**config.mk**
```make
export PLATFORM = sky130hd
export DESIGN_NAME = mru_redc
export DESIGN_NICKNAME = d
export VERILOG_FILES = /design/src/rtl/montgomery_reduce_unit_core_assert.svh /design/src/rtl/mru_pkg.sv /design/src/rtl/mru_redc.sv
export SDC_FILE = /design/constraint.sdc
export NUM_CORES = 2
export LEC_CHECK = 0
export ABC_CLOCK_PERIOD_IN_PS = 19690
export BUFFER_PORTS_ARGS = -buffer_cell sky130_fd_sc_hd__buf_2
export CAP_MARGIN = 40
export CORE_AREA = 5 5 549 551
export CTS_CLUSTER_DIAMETER = 40
export DETAILED_ROUTE_END_ITERATION = 8
export DIE_AREA = 0 0 554 556
export SLEW_MARGIN = 0
export SYNTH_ARGS = -nofsm -noshare
export SYNTH_HDL_FRONTEND = slang
export SYNTH_SLANG_ARGS = --single-unit
```
**constraint.sdc**
```tcl
create_clock -name clock -period 19.69 [get_ports clock]
set_input_delay 0.9845 -clock clock [delete_from_list [all_inputs] [get_ports clock]]
set_output_delay 0.9845 -clock clock [all_outputs]
set_load 0.02 [all_outputs]
```
**src/rtl/montgomery_reduce_unit_core_assert.svh**
```systemverilog
// Assertion macros for the Montgomery reduction unit.
// Included by modules that check their own pipeline control; no other dependencies.
`ifndef MONTGOMERY_REDUCE_UNIT_CORE_ASSERT_SVH
`define MONTGOMERY_REDUCE_UNIT_CORE_ASSERT_SVH
`ifndef SYNTH
`define MRU_ASSERT_IMPLY(label, clk, rst, ante, cons) \
   label: assert property (@(posedge clk) disable iff (rst) (ante) |-> (cons)) \
      else $error("assertion failed: same-cycle implication");
`define MRU_ASSERT_NEXT(label, clk, rst, ante, cons) \
   label: assert property (@(posedge clk) disable iff (rst) (ante) |=> (cons)) \
      else $error("assertion failed: next-cycle implication");
`else
`define MRU_ASSERT_IMPLY(label, clk, rst, ante, cons)
`define MRU_ASSERT_NEXT(label, clk, rst, ante, cons)
`endif
`endif

```
**src/rtl/mru_pkg.sv**
```systemverilog
// Shared constants and types for the Montgomery reduction unit.
// No dependencies; imported by every module of the block.
package mru_pkg;

   localparam int DATA_WIDTH      = 32;
   localparam int OPERAND_WIDTH   = 64;
   localparam int RESULT_WIDTH    = 32;
   localparam int SHIFT_WIDTH     = 6;
   localparam int CSR_DATA_WIDTH  = 32;
   localparam int CSR_ADDR_WIDTH  = 4;
   localparam int STEPS_PER_STAGE = 4;

   localparam logic [CSR_DATA_WIDTH-1:0] MODULUS_RESET = 32'd1;
   localparam logic [SHIFT_WIDTH-1:0]    SHIFT_RESET   = 6'd32;
   localparam logic [CSR_DATA_WIDTH-1:0] NEG_INV_RESET = 32'd0;

   typedef enum logic [1:0] {
      REG_MODULUS = 2'd0,
      REG_SHIFT   = 2'd1,
      REG_NEG_INV = 2'd2
   } reg_index_type;

   typedef enum logic {
      CMD_REDUCE  = 1'b0,
      CMD_TO_FORM = 1'b1
   } cmd_type;

endpackage

```
**src/rtl/mru_redc.sv**
```systemverilog
// Pipelined REDC path: quotient multiply, modulus multiply, add and shift,
// final subtraction, then a delay line to match the pipe depth. Depends on mru_pkg.
module mru_redc import mru_pkg::*; #(
   parameter int WIDTH  = DATA_WIDTH,
   parameter int STAGES = 18
) (
   input  logic                     clock,
   input  logic                     advance,
   input  logic [OPERAND_WIDTH-1:0] operand,
   input  logic [WIDTH-1:0]         modulus,
   input  logic [WIDTH-1:0]         neg_inv,
   input  logic [WIDTH-1:0]         low_mask,
   input  logic [SHIFT_WIDTH-1:0]   shift_eff,
   output logic [WIDTH-1:0]         result,
   output logic                     too_large
);

   localparam int PROD_WIDTH = 2 * WIDTH;
   localparam int SUM_WIDTH  = OPERAND_WIDTH + 1;
   localparam int DLY        = STAGES - 4;

   logic [PROD_WIDTH-1:0]    quot_prod;
   logic [OPERAND_WIDTH-1:0] m1_ff;
   logic [WIDTH-1:0]         q_ff;
   logic [WIDTH-1:0]         q_in;
   logic [OPERAND_WIDTH-1:0] m2_ff;
   logic [PROD_WIDTH-1:0]    qp_ff;
   logic [PROD_WIDTH-1:0]    qp_in;
   logic [SUM_WIDTH-1:0]     sum;
   logic [SUM_WIDTH-1:0]     sum_shr;
   logic [OPERAND_WIDTH-1:0] limit;
   logic [OPERAND_WIDTH-1:0] t_ff;
   logic [OPERAND_WIDTH-1:0] t_in;
   logic                     big3_ff;
   logic                     big3_in;
   logic [OPERAND_WIDTH-1:0] mod_ext;
   logic [OPERAND_WIDTH-1:0] t_diff;
   logic [WIDTH-1:0]         res4_ff;
   logic [WIDTH-1:0]         res4_in;
   logic                     big4_ff;

   assign quot_prod = PROD_WIDTH'(operand[WIDTH-1:0]) * PROD_WIDTH'(neg_inv);
   assign q_in      = quot_prod[WIDTH-1:0] & low_mask;

   assign qp_in = PROD_WIDTH'(q_ff) * PROD_WIDTH'(modulus);

   assign sum     = {1'b0, m2_ff} + SUM_WIDTH'(qp_ff);
   assign sum_shr = sum >> shift_eff;
   assign t_in    = sum_shr[OPERAND_WIDTH-1:0];
   assign limit   = OPERAND_WIDTH'(modulus) << shift_eff;
   assign big3_in = (m2_ff >= limit);

   assign mod_ext = OPERAND_WIDTH'(modulus);
   assign t_diff  = t_ff - mod_ext;
   always_comb begin
      if (modulus == '0) begin
         res4_in = '0;
      end else if (t_ff >= mod_ext) begin
         res4_in = t_diff[WIDTH-1:0];
      end else begin
         res4_in = t_ff[WIDTH-1:0];
      end
   end

   always_ff @(posedge clock) begin
      if (advance) begin
         m1_ff   <= operand;
         q_ff    <= q_in;
         m2_ff   <= m1_ff;
         qp_ff   <= qp_in;
         t_ff    <= t_in;
         big3_ff <= big3_in;
         res4_ff <= res4_in;
         big4_ff <= big3_ff;
      end
   end

   if (DLY > 0) begin : g_dly
      logic [WIDTH-1:0] res_dly_ff [DLY];
      logic             big_dly_ff [DLY];

      always_ff @(posedge clock) begin
         if (advance) begin
            res_dly_ff[0] <= res4_ff;
            big_dly_ff[0] <= big4_ff;
            for (int k = 1; k < DLY; k++) begin
               res_dly_ff[k] <= res_dly_ff[k-1];
               big_dly_ff[k] <= big_dly_ff[k-1];
            end
         end
      end

      assign result    = res_dly_ff[DLY-1];
      assign too_large = big_dly_ff[DLY-1];
   end else begin : g_nodly
      assign result    = res4_ff;
      assign too_large = big4_ff;
   end

endmodule

```
==> metrics.cfg <==
[sta]
final-setup-viol-count = 0
rsz0062_at_grt = false
period_share_pct = 49.3
period_needed_ns = 9.70
setup_tns_ns = 0
slew_violations = 0
finClkSkew_ns = 0.0550
fmax_mhz = 103
slew_headroom_pct = 33.5
finalHoldViolCount = 0
worst_pin_slew_ns = 0.987

[die]
die_y_um = 556
die_w_um = 554
io_pins = 201
design.die.area_um2 = 308000
placementRows = 200
coreArea_um2 = 296000
start_util_pct = 29.8

[yosys]
syn_area_per_cell_um2 = 10.3
synth_edf_count = 784
syn_inst = 8565
synth_ff_type = edfxtp_1
synth_cell_type_count = 113
syn_area_um2 = 88200
ys_async_sr_fraction_pct = 0
seq_area_frac_synth_pct = 26.7
yosys.area.top_type_share_pct = 29.6
yosys_warnings = 0
yosys.area.top_type = fa_1
synth_area_leaders = fa_1 30%, edfxtp_1 27%, ha_1 7.7%, and2_1 6.1%, inv_1 5.9%
synthTopCellsByCount = 1379 x inv_1, 1306 x fa_1, 991 x nand2_1
synth.most_common_cell = inv_1
synth-seq-cells = 784
mappedNetlistNets = 10600

[global_routing]
gr-total-overflow = 0
grt_pass1_vias = 67400
antenna_found_initial = 40
grt_pass1_wl_um = 431000
grt_max_degree = 108
grt_usage_pct = 18.4

[clocking]
cts_max_path_buffers = 3
ctsHoldBuffers = 0
numCtsBuffers = 99
cts_resized = 0
clock-sinks = 784
clk_latency_ns = 0.74
clk_pin_slew_worst_paths_ns = 0.06
cts_root_buf = clkbuf_16
htree_levels = 3
postCtsSetupRepairBufs = 0
cts_tree = yes

[setup_path]
cp_num_buf_inv = 4
cp.required_ns = 20.15
crit_type = input port to register
slowest_stage = o41ai_1
startpoint_type = input port
cp-end-kind = register
crit_top_cell = fa_1
cp.arrival_ns = 10.16
critical_path_peak_fanout = 38
crit_family = adder cells
crit_path_max_incr_delay_ns = 0.61

[routing]
viasPerCell = 5.11
drtIter0Drc = 5519
drtPass1Iterations = 6
num_vias = 64000
wl_um = 287000
wire_per_inst_um = 22.9
ant_nets = 0
drcViolationCount = 0

[place]
io_buffer_count = 200
gp_congestion = 0.947
dpl_cell_area_um2 = 93200
place_hpwl_um = 216000

[finish]
drive_gt1_share_pct = 7.40
stdcell_area_um2 = 96600
fin_nets = 10500
syn_to_final_growth_pct = 9.45

[run]
drv_cap = 0

[min_path]
hold_class = register to register

[run_status]
status = finished clean

## worst paths after layout
path	from	endpoint	slack, ns	cells after the start
min	g_dly.res_dly_ff[0][193]	g_dly.res_dly_ff[0][225]	0.39	0
max	modulus[10]	qp_ff[63]	9.99	27
max reg2reg	q_ff[16]	qp_ff[63]	10.04	26
min reg2reg	g_dly.res_dly_ff[0][193]	g_dly.res_dly_ff[0][225]	0.39	0
## placed cells by master (no fill, tap or decap), types with 27 or more instances in the layout
cell type / count
ha_1: 546
nand2b_1: 32
nor4_1: 27
o21ai_0: 211
nand3_1: 96
nor2_1: 221
or3_1: 33
nand2_1: 991
a21o_1: 123
a211oi_1: 46
o21a_1: 38
o211ai_1: 35
buf_2: 197
o21bai_1: 38
clkbuf_16: 99
mux2_2: 32
nor3_1: 85
mux4_2: 49
buf_4: 104
a21oi_1: 278
nand4_1: 65
xor2_1: 47
o22ai_1: 28
inv_1: 1377
edfxtp_1: 784
mux2i_1: 97
and2_1: 857
a31oi_1: 38
nor2b_1: 36
and3_1: 28
xnor2_1: 152
fa_1: 1306
## logic make-up (layout without fill, tap and decap cells)
family / count (synthesis) / after routing / share of synthesized area, %
buffers and inverters: 1895 / 1888 / 8.25
DFF: 784 / 784 / 26.7
xor gates and xnor gates: 199 / 199 / 1.98
other: 0 / 16 / 0
muxes: 180 / 180 / 2.80
adders and majority gates: 1852 / 1852 / 37.4
AOI/OAI and AO/OA: 1094 / 1094 / 8.28
and+or+nand+nor: 2561 / 2561 / 14.6
## metrics by stage
step	hold slack, ns	setup WS (ns)	instances	utilization [%]
2_1_floorplan	0.400	10.75	8565	-
3_3_place_gp	0.400	9.34	12300	31.4
3_5_place_dp	0.405	9.29	12300	31.5
4_1_cts	0.377	10.04	12500	32.6
5_1_grt	0.392	9.57	12500	32.6
6_report	0.392	9.99	12500	32.6
## final cells by class
class                      count  area (um2)
fill                       30100      199000
tap                         3939        4930
antenna                       16        40.0
sequential                   784       23500
inverter                    1384        5200
timing repair buffer         319        2130
clock buffer                 114        2530
clock inverter                71         777
multi-input combinational   5886       57400
## metal layers
metal	up-vias	track usage, %	share of wire [%]
met1	33100	25.8	44
met2	2709	28.9	45
met3	533	3.24	7.6
li1	27600	-	-
met4	16	5.86	3.3
met5	-	0	0.036
## flip-flops by register name, indices dropped and copies added, names as in the netlist
register and count:
qp_ff 64, m2_ff 64, m1_ff 64, res4_ff 32, t_ff 64, q_ff 32, big3_ff 1, big4_ff 1
g_dly.res_dly_ff 448, g_dly.big_dly_ff 14
Power is not shown: default switching activity piles up to over one toggle a cycle in this logic, so the estimate is an artifact.
