### src/rtl/montgomery_reduce_unit_core_assert.svh
// Assertion macros for the Montgomery reduction unit.
// Included by modules that check their own pipeline control; no other dependencies.
`ifndef MONTGOMERY_REDUCE_UNIT_CORE_ASSERT_SVH
`define MONTGOMERY_REDUCE_UNIT_CORE_ASSERT_SVH
`ifndef SYNTH
`define MRU_ASSERT_IMPLY(label, clk, rst, ante, cons) \
   label: assert property (@(posedge clk) disable iff (rst) (ante) |-> (cons)) \
      else $error("assertion failed: same-cycle implication");
`define MRU_ASSERT_NEXT(label, clk, rst, ante, cons) \
   label: assert property (@(posedge clk) disable iff (rst) (ante) |=> (cons)) \
      else $error("assertion failed: next-cycle implication");
`else
`define MRU_ASSERT_IMPLY(label, clk, rst, ante, cons)
`define MRU_ASSERT_NEXT(label, clk, rst, ante, cons)
`endif
`endif

### src/rtl/mru_pkg.sv
// Shared constants and types for the Montgomery reduction unit.
// No dependencies; imported by every module of the block.
package mru_pkg;

   localparam int DATA_WIDTH      = 32;
   localparam int OPERAND_WIDTH   = 64;
   localparam int RESULT_WIDTH    = 32;
   localparam int SHIFT_WIDTH     = 6;
   localparam int CSR_DATA_WIDTH  = 32;
   localparam int CSR_ADDR_WIDTH  = 4;
   localparam int STEPS_PER_STAGE = 4;

   localparam logic [CSR_DATA_WIDTH-1:0] MODULUS_RESET = 32'd1;
   localparam logic [SHIFT_WIDTH-1:0]    SHIFT_RESET   = 6'd32;
   localparam logic [CSR_DATA_WIDTH-1:0] NEG_INV_RESET = 32'd0;

   typedef enum logic [1:0] {
      REG_MODULUS = 2'd0,
      REG_SHIFT   = 2'd1,
      REG_NEG_INV = 2'd2
   } reg_index_type;

   typedef enum logic {
      CMD_REDUCE  = 1'b0,
      CMD_TO_FORM = 1'b1
   } cmd_type;

endpackage

### src/rtl/mru_csr.sv
// Configuration registers: modulus, shift and negated inverse, plus the
// clamped shift and low-bit mask derived from them. Depends on mru_pkg.
module mru_csr import mru_pkg::*; #(
   parameter int WIDTH = DATA_WIDTH
) (
   input  logic                      clock,
   input  logic                      reset,
   input  logic                      psel,
   input  logic                      penable,
   input  logic                      pwrite,
   input  logic [CSR_ADDR_WIDTH-1:0] paddr,
   input  logic [CSR_DATA_WIDTH-1:0] pwdata,
   output logic [CSR_DATA_WIDTH-1:0] prdata,
   output logic                      pready,
   output logic [WIDTH-1:0]          modulus,
   output logic [WIDTH-1:0]          neg_inv,
   output logic [WIDTH-1:0]          low_mask,
   output logic [SHIFT_WIDTH-1:0]    shift_eff
);

   logic [CSR_DATA_WIDTH-1:0] modulus_ff;
   logic [SHIFT_WIDTH-1:0]    shift_ff;
   logic [CSR_DATA_WIDTH-1:0] neg_inv_ff;
   logic [SHIFT_WIDTH-1:0]    shift_eff_ff;
   logic [WIDTH-1:0]          low_mask_ff;
   logic                      wr_en;
   reg_index_type             reg_sel;

   function automatic logic [SHIFT_WIDTH-1:0] clamp_shift(input logic [SHIFT_WIDTH-1:0] raw);
      if (raw == '0) begin
         return SHIFT_WIDTH'(1);
      end else if (raw > SHIFT_WIDTH'(WIDTH)) begin
         return SHIFT_WIDTH'(WIDTH);
      end else begin
         return raw;
      end
   endfunction

   function automatic logic [WIDTH-1:0] shift_mask(input logic [SHIFT_WIDTH-1:0] n);
      return {WIDTH{1'b1}} >> (SHIFT_WIDTH'(WIDTH) - n);
   endfunction

   assign wr_en   = psel && penable && pwrite;
   assign reg_sel = reg_index_type'(paddr[CSR_ADDR_WIDTH-1:2]);
   assign pready  = 1'b1;

   always_ff @(posedge clock) begin
      if (reset) begin
         modulus_ff   <= MODULUS_RESET;
         shift_ff     <= SHIFT_RESET;
         neg_inv_ff   <= NEG_INV_RESET;
         shift_eff_ff <= clamp_shift(SHIFT_RESET);
         low_mask_ff  <= shift_mask(clamp_shift(SHIFT_RESET));
      end else if (wr_en) begin
         case (reg_sel)
            REG_MODULUS: begin
               modulus_ff <= pwdata;
            end
            REG_SHIFT: begin
               shift_ff     <= pwdata[SHIFT_WIDTH-1:0];
               shift_eff_ff <= clamp_shift(pwdata[SHIFT_WIDTH-1:0]);
               low_mask_ff  <= shift_mask(clamp_shift(pwdata[SHIFT_WIDTH-1:0]));
            end
            REG_NEG_INV: begin
               neg_inv_ff <= pwdata;
            end
            default: begin
            end
         endcase
      end
   end

   always_comb begin
      case (reg_sel)
         REG_MODULUS: prdata = modulus_ff;
         REG_SHIFT:   prdata = CSR_DATA_WIDTH'(shift_ff);
         REG_NEG_INV: prdata = neg_inv_ff;
         default:     prdata = '0;
      endcase
   end

   assign modulus   = modulus_ff[WIDTH-1:0];
   assign neg_inv   = neg_inv_ff[WIDTH-1:0];
   assign low_mask  = low_mask_ff;
   assign shift_eff = shift_eff_ff;

endmodule

### config.mk
export PLATFORM = sky130hd
export DESIGN_NAME = mru_csr
export DESIGN_NICKNAME = d
export VERILOG_FILES = /design/src/rtl/montgomery_reduce_unit_core_assert.svh /design/src/rtl/mru_pkg.sv /design/src/rtl/mru_csr.sv
export SDC_FILE = /design/constraint.sdc
export NUM_CORES = 1
export LEC_CHECK = 0
export BUFFER_PORTS_ARGS = -buffer_cell sky130_fd_sc_hd__buf_4
export CAP_MARGIN = 20
export CORE_MARGIN = 5
export CORE_UTILIZATION = 45
export DETAILED_ROUTE_END_ITERATION = 16
export PLACE_DENSITY = 0.78
export SLEW_MARGIN = 0
export SYNTH_ARGS = -nofsm -noshare
export SYNTH_HDL_FRONTEND = slang
export SYNTH_SLANG_ARGS = --single-unit
export TNS_END_PERCENT = 5
### constraint.sdc
create_clock -name clock -period 3.7 [get_ports clock]
set_input_delay 0.37 -clock clock [delete_from_list [all_inputs] [get_ports clock]]
set_output_delay 0.37 -clock clock [all_outputs]
set_load 0.02 [all_outputs]
==> results.py, run 1 <==
metrics = {
    "drt": {
        "wl_per_cell_um": 16.08,
        "drc": 0,
        "vias_per_cell": 5.280,
        "ant_nets": 0,
        "wirelength_mm": 13.43,
        "vias": 4409,
        "first_pass_iters": 5,
        "drt_iter0_markers": 310,
    },
    "setup_path": {
        "crit_required_ps": 3950,
        "worstPathArrival_ps": 2860,
        "worstPathMaxFanout": 7,
        "crit_path_start_kind": "input port",
        "crit_path_end_kind": "flop",
        "path_cells": "buf_4 -> or4_1 -> a21oi_1 -> inv_1 -> ha_1 -> nor4b_1 -> a221o_1 -> or3_1 -> o32a_2",
        "critPathMaxStageDelay_ps": 520,
        "slowest_stage": "or4_1",
        "critPathKind": "input port to flop",
    },
    "logic_synthesis": {
        "async_flop_share_pct": 0,
        "synth_edf_count": 0,
        "yosys-top-cells-area": "dfxtp_1 (48%), nand2_1 (14%), a21oi_1 (9.3%)",
        "yosysSeqAreaShare_pct": 47.76,
        "ys_seq_elements": 108,
        "synth.most_common_cell": "nand2_1",
        "syn_inst": 558,
        "yosysTopAreaCellShare_pct": 47.76,
        "synth_common_cells": "nand2_1 (163), dfxtp_1 (108), a21oi_1 (84), clkbuf_1 (42), nor2_1 (33)",
        "avgSynthCellArea_um2": 8.113,
        "yosys_most_used_dff": "dfxtp_1",
        "syn_nets": 604,
        "ys.warnings.count": 0,
        "synthesis.area_mm2": 0.004527,
        "synthDistinctLibCells": 40,
        "yosysTopAreaCell": "dfxtp_1",
    },
    "grt": {
        "grt_pass1_vias": 4251,
        "grt_max_degree": 66,
        "grt.overflow.total": 0,
        "grt_usage_pct": 21.57,
        "grt_first_pass_wirelength_mm": 20.85,
        "antenna_found_initial": 0,
    },
    "cts": {
        "cts_made_buffers": 9,
        "insertion_delay_ps": 350,
        "cts_tree": "built",
        "cts.path.max_buffers": 2,
        "cts_sinks": 108,
        "cts_hold_buffers": 0,
        "path_clk_slew_ps": 110,
        "post-cts-setup-buffer-count": 0,
        "root_buffer": "clkbuf_8",
        "cts_resized": 0,
        "htreeDepth": 3,
    },
    "outcome": {
        "outcome": "finished, final reports clean",
    },
    "sta": {
        "slew_headroom_pct": 47.71,
        "whs_ps": 246.0,
        "worst_slew_pin_slew_ps": 784.4,
        "period_needed_ps": 2608,
        "setup_violations": 0,
        "max_freq_mhz": 383.4,
        "fin_skew_ps": 0,
        "timing.final.hold_violations": 0,
        "rsz0062_at_grt": "no",
        "maxSlewViolCount": 0,
        "setup_tns_ps": 0,
        "fin_crit_sh_pct": 70.48,
    },
    "floorplanning": {
        "die_h_um": 110.3,
        "design.die.area_mm2": 0.01217,
        "core_area_mm2": 0.009774,
        "ios": 176,
        "die_x_um": 110.3,
        "rows": 36,
        "start_util_pct": 46.31,
    },
    "final_layout": {
        "drive_gt1_share_pct": 28.92,
        "regArea_mm2": 0.002162,
        "syn2layout_area_growth_pct": 32.89,
        "nNetsFinal": 743,
        "multi_input_area_mm2": 0.002146,
        "fin_area_mm2": 0.006016,
        "antenna_cells": 0,
        "fill_cells": 851,
    },
    "place": {
        "dpl_cell_area_mm2": 0.005833,
        "portBuffers": 172,
        "place.gp.congestion": 0.8080,
        "dp_hpwl_mm": 9.556,
    },
    "pwr": {
        "ir_drop_v": 0.0002732,
        "p_leak_nw": 2.488,
        "powerDensity_mw_per_mm2": 348.2,
    },
    "run": {
        "cap_violations": 0,
    },
    "worst_hold_path": {
        "holdCritPathClass": "input port to flop",
    },
}
==> state kept, by name (all words and copies together), names as in the netlist <==
signal	cells
shift_ff	6
shift_eff	6
low_mask	32
neg_inv	32
modulus	32
==> per-stage QoR <==
step | power, W | worst slack, ps | std cells | util [%]
floorplan | 0.001350 | 1016 | 558 | -
global placement | 0.001441 | 779.7 | 819 | 59.68
detailed placement | 0.001448 | 740.4 | 819 | 59.68
CTS | 0.002107 | 1123 | 835 | 61.55
global route | 0.002186 | 1012 | 835 | 61.55
finish | 0.002094 | 1092 | 835 | 61.55
==> routing by layer <==
metal  global-route usage (%)  up-vias  routed length [um]
li1                         -     2159                   -
met1                    26.58     2070                5491
met2                    37.09      161                6732
met3                    4.601       19                 887
met4                    7.828        0                 313
met5                        0        -                   0
==> logic make-up after synthesis <==
group                      Yosys count  synth area share [%]
AOI/OAI and AO/OA                  124                 16.67
adders and majority gates            5                 1.382
buffers and inverters               55                 5.196
DFF                                108                 47.76
muxes                               32                 7.076
other                                1               0.08284
and+or+nand+nor                    233                 21.84
==> path summary, 6_finish.rpt <==
kind	slack, ps	startpoint	depth (start not counted)	end
worst max-delay path	1090	pwdata[1]	9	low_mask[10]$_SDFFE_PP1P_
worst min register to register	460	shift_ff[5]$_SDFFE_PP1P_	2	shift_ff[5]$_SDFFE_PP1P_
worst min-delay path	250	pwdata[11]	3	modulus[11]$_SDFFE_PP0P_
worst max register to register	2890	low_mask[9]$_SDFFE_PP1P_	1	low_mask[9]$_SDFFE_PP1P_
==> cell usage in the layout (no fill, tap or decap), drive strengths merged <==
cell type / n
mux2i: 32
a41oi: 6
o21ai: 8
o32a: 7
nand2b: 5
conb: 1
nand3b: 1
a221o: 8
ha: 5
and2: 1
nor4b: 1
nor2b: 5
clkinvlp: 1
nand2: 163
a21oi: 84
a211oi: 1
nor3: 11
or3: 3
inv: 7
o31a: 1
a211o: 1
or2b: 2
o211ai: 1
dfxtp: 108
clkbuf: 9
or4: 1
and2b: 1
nand3: 1
clkinv: 3
or3b: 2
o31ai: 6
nor2: 33
nor3b: 2
nand4: 1
a31oi: 1
buf: 179
==> final cells by class <==
type / instances / share of cell area (%)
clock buffers: 9 / 2.059
well taps: 133 / 2.766
clock inverters: 7 / 0.9775
flip-flops and latches: 108 / 35.94
inverters: 4 / 0.2496
multi-input cells: 395 / 35.67
repair buffers: 179 / 22.34
==> worst max-delay path, delay by kind of cell <==
family | cells | cell delay, ps
and+or+nand+nor | 3 | 1140
buffers and inverters | 2 | 250
adders and majority gates | 1 | 230
AOI/OAI and AO/OA | 3 | 850
==> power by group <==
group	internal [W]	switching, W
sequential	0.00118	0.0000111
combinational	0.0000890	0.000144
clock	0.000256	0.000417
total	0.00152	0.000572
(Power assumes the default switching activity.)
==> run 2, diff against run 1 <==
- CORE_UTILIZATION: 45 -> 44
- PLACE_DENSITY: 0.78 -> 0.79
- clock period: 3.7 -> 2.2 ns (I/O delays scaled with it)
==> run 2 against run 1 <==
Net effect:
- register-to-register slack got worse by 1500 ps
- setup slack got worse by 1000 ps
- hold slack got worse by 170 ps
- non-clock buffer count increased by 23
- global-route usage increased by 1.1 points
- wire length increased by 6.3%
==> results.py, run 2 (synthesis results as in run 1) <==
metrics = {
    "final_layout": {
        "syn2layout_area_growth_pct": 39.03,
        "final_common_cell": "buf_4",
        "final_cell_mix": "buf_4 (200), nand2_1 (163), dfxtp_1 (108), a21oi_1 (83), nor2_1 (33)",
        "nNetsFinal": 766,
        "antenna_cells": 0,
        "drive_gt1_share_pct": 31.72,
    },
    "cts": {
        "post-cts-setup-buffer-count": 0,
        "cts_resized": 0,
        "cts.path.max_buffers": 2,
        "insertion_delay_ps": 380,
        "cts_sinks": 108,
        "cts_made_buffers": 9,
        "root_buffer": "clkbuf_8",
        "htreeDepth": 3,
        "cts_tree": "built",
        "cts_hold_buffers": 0,
        "path_clk_slew_ps": 120,
    },
    "place": {
        "place.gp.congestion": 0.8051,
        "dp_hpwl_mm": 10.32,
        "portBuffers": 172,
        "dp_slack_ps": -312.1,
    },
    "sta": {
        "fin_crit_sh_pct": 96.49,
        "fin_skew_ps": 0,
        "rsz0062_at_grt": "no",
        "layout_setup_ws_ps": 77.12,
        "max_freq_mhz": 471.1,
        "worst_slew_pin_slew_ps": 759.4,
        "timing.final.hold_violations": 0,
        "maxSlewViolCount": 0,
        "period_needed_ps": 2123,
        "setup_violations": 0,
        "whs_ps": 72.44,
        "slew_headroom_pct": 49.37,
    },
    "drt": {
        "wirelength_mm": 14.28,
        "first_pass_iters": 5,
        "wl_per_cell_um": 16.58,
        "drc": 0,
        "drt_iter0_markers": 350,
        "vias": 4608,
        "vias_per_cell": 5.352,
        "ant_nets": 0,
    },
    "outcome": {
        "outcome": "finished, final reports clean",
    },
    "setup_path": {
        "critPathKind": "input port to flop",
        "crit_path_end_kind": "flop",
        "worstPathMaxFanout": 7,
        "crit_required_ps": 2480,
        "crit_path_start_kind": "input port",
        "ff2ff_path_depth": 1,
        "worstPathArrival_ps": 2400,
    },
    "grt": {
        "grt.overflow.total": 0,
        "grt_max_degree": 74,
        "grt_usage_pct": 22.68,
        "grt_first_pass_wirelength_mm": 23.27,
        "antenna_found_initial": 0,
        "grt_pass1_vias": 4594,
    },
    "floorplanning": {
        "start_util_pct": 44.45,
        "rows": 37,
        "design.die.area_mm2": 0.01242,
        "die_x_um": 111.4,
        "ios": 176,
        "die_h_um": 111.4,
        "core_area_mm2": 0.01018,
    },
    "pwr": {
        "ir_drop_v": 0.0003109,
        "p_leak_nw": 2.630,
        "powerDensity_mw_per_mm2": 601.3,
        "total_power_w": 0.003784,
    },
    "worst_hold_path": {
        "holdCritPathClass": "input port to flop",
        "hold_depth": 3,
    },
    "run": {
        "cap_violations": 0,
    },
}
run 2: final timing paths:
kind | start | end | slack, ps
max | pwdata[1] | low_mask[9]$_SDFFE_PP1P_ | 80
min | pwdata[14] | neg_inv[14]$_SDFFE_PP0P_ | 70
max reg2reg | low_mask[9]$_SDFFE_PP1P_ | low_mask[9]$_SDFFE_PP1P_ | 1370
min reg2reg | shift_ff[5]$_SDFFE_PP1P_ | shift_ff[5]$_SDFFE_PP1P_ | 460
run 2: per-layer routing:
layer / track usage, % / wire length, um / up-vias
met2: 39.32 / 7362 / 161
met4: 11.19 / 527 / 0
met5: 0 / 0 / -
li1: - / - / 2193
met1: 27.49 / 5671 / 2217
met3: 3.315 / 714 / 37
run 2: area by class of cell:
class / count / area, um^2
Fill cell: 895 / 3891
Multi-Input combinational cell: 395 / 2173
Sequential cell: 108 / 2162
Timing Repair Buffer: 202 / 1541
Tap cell: 136 / 170.2
Clock buffer: 9 / 123.9
Clock inverter: 7 / 107.6
Inverter: 4 / 15.01
run 2: worst max-delay path, cell delays in order:
cell	delay [ps]
buf_4	110
or4_4	540
a21oi_4	150
inv_2	60
ha_4	160
nor4b_1	140
a221o_1	300
or3_1	480
o32a_2	230
run 2: power breakdown:
| part | leakage [nW] | total [W] | switching (W) | internal [W] |
|---|---|---|---|---|
| registers | 0.873 | 0.00200 | 0.0000196 | 0.00198 |
| logic | 1.64 | 0.000445 | 0.000258 | 0.000188 |
| clock network | 0.115 | 0.00134 | 0.000768 | 0.000571 |
| total | 2.63 | 0.00378 | 0.00105 | 0.00274 |
run 2: through the flow:
| step | cell area [um^2] | instances | util, % | TNS [ps] |
|---|---|---|---|---|
| final | 6294 | 861 | 61.79 | 0 |
| after global routing | 6294 | 861 | 61.79 | 0 |
| after CTS | 6294 | 861 | 61.79 | 0 |
| after detailed placement | 6062 | 845 | 59.52 | -5353 |
| after global placement | 6062 | 845 | 59.52 | -4379 |
| after floorplan | 4554 | 558 | - | -2832 |
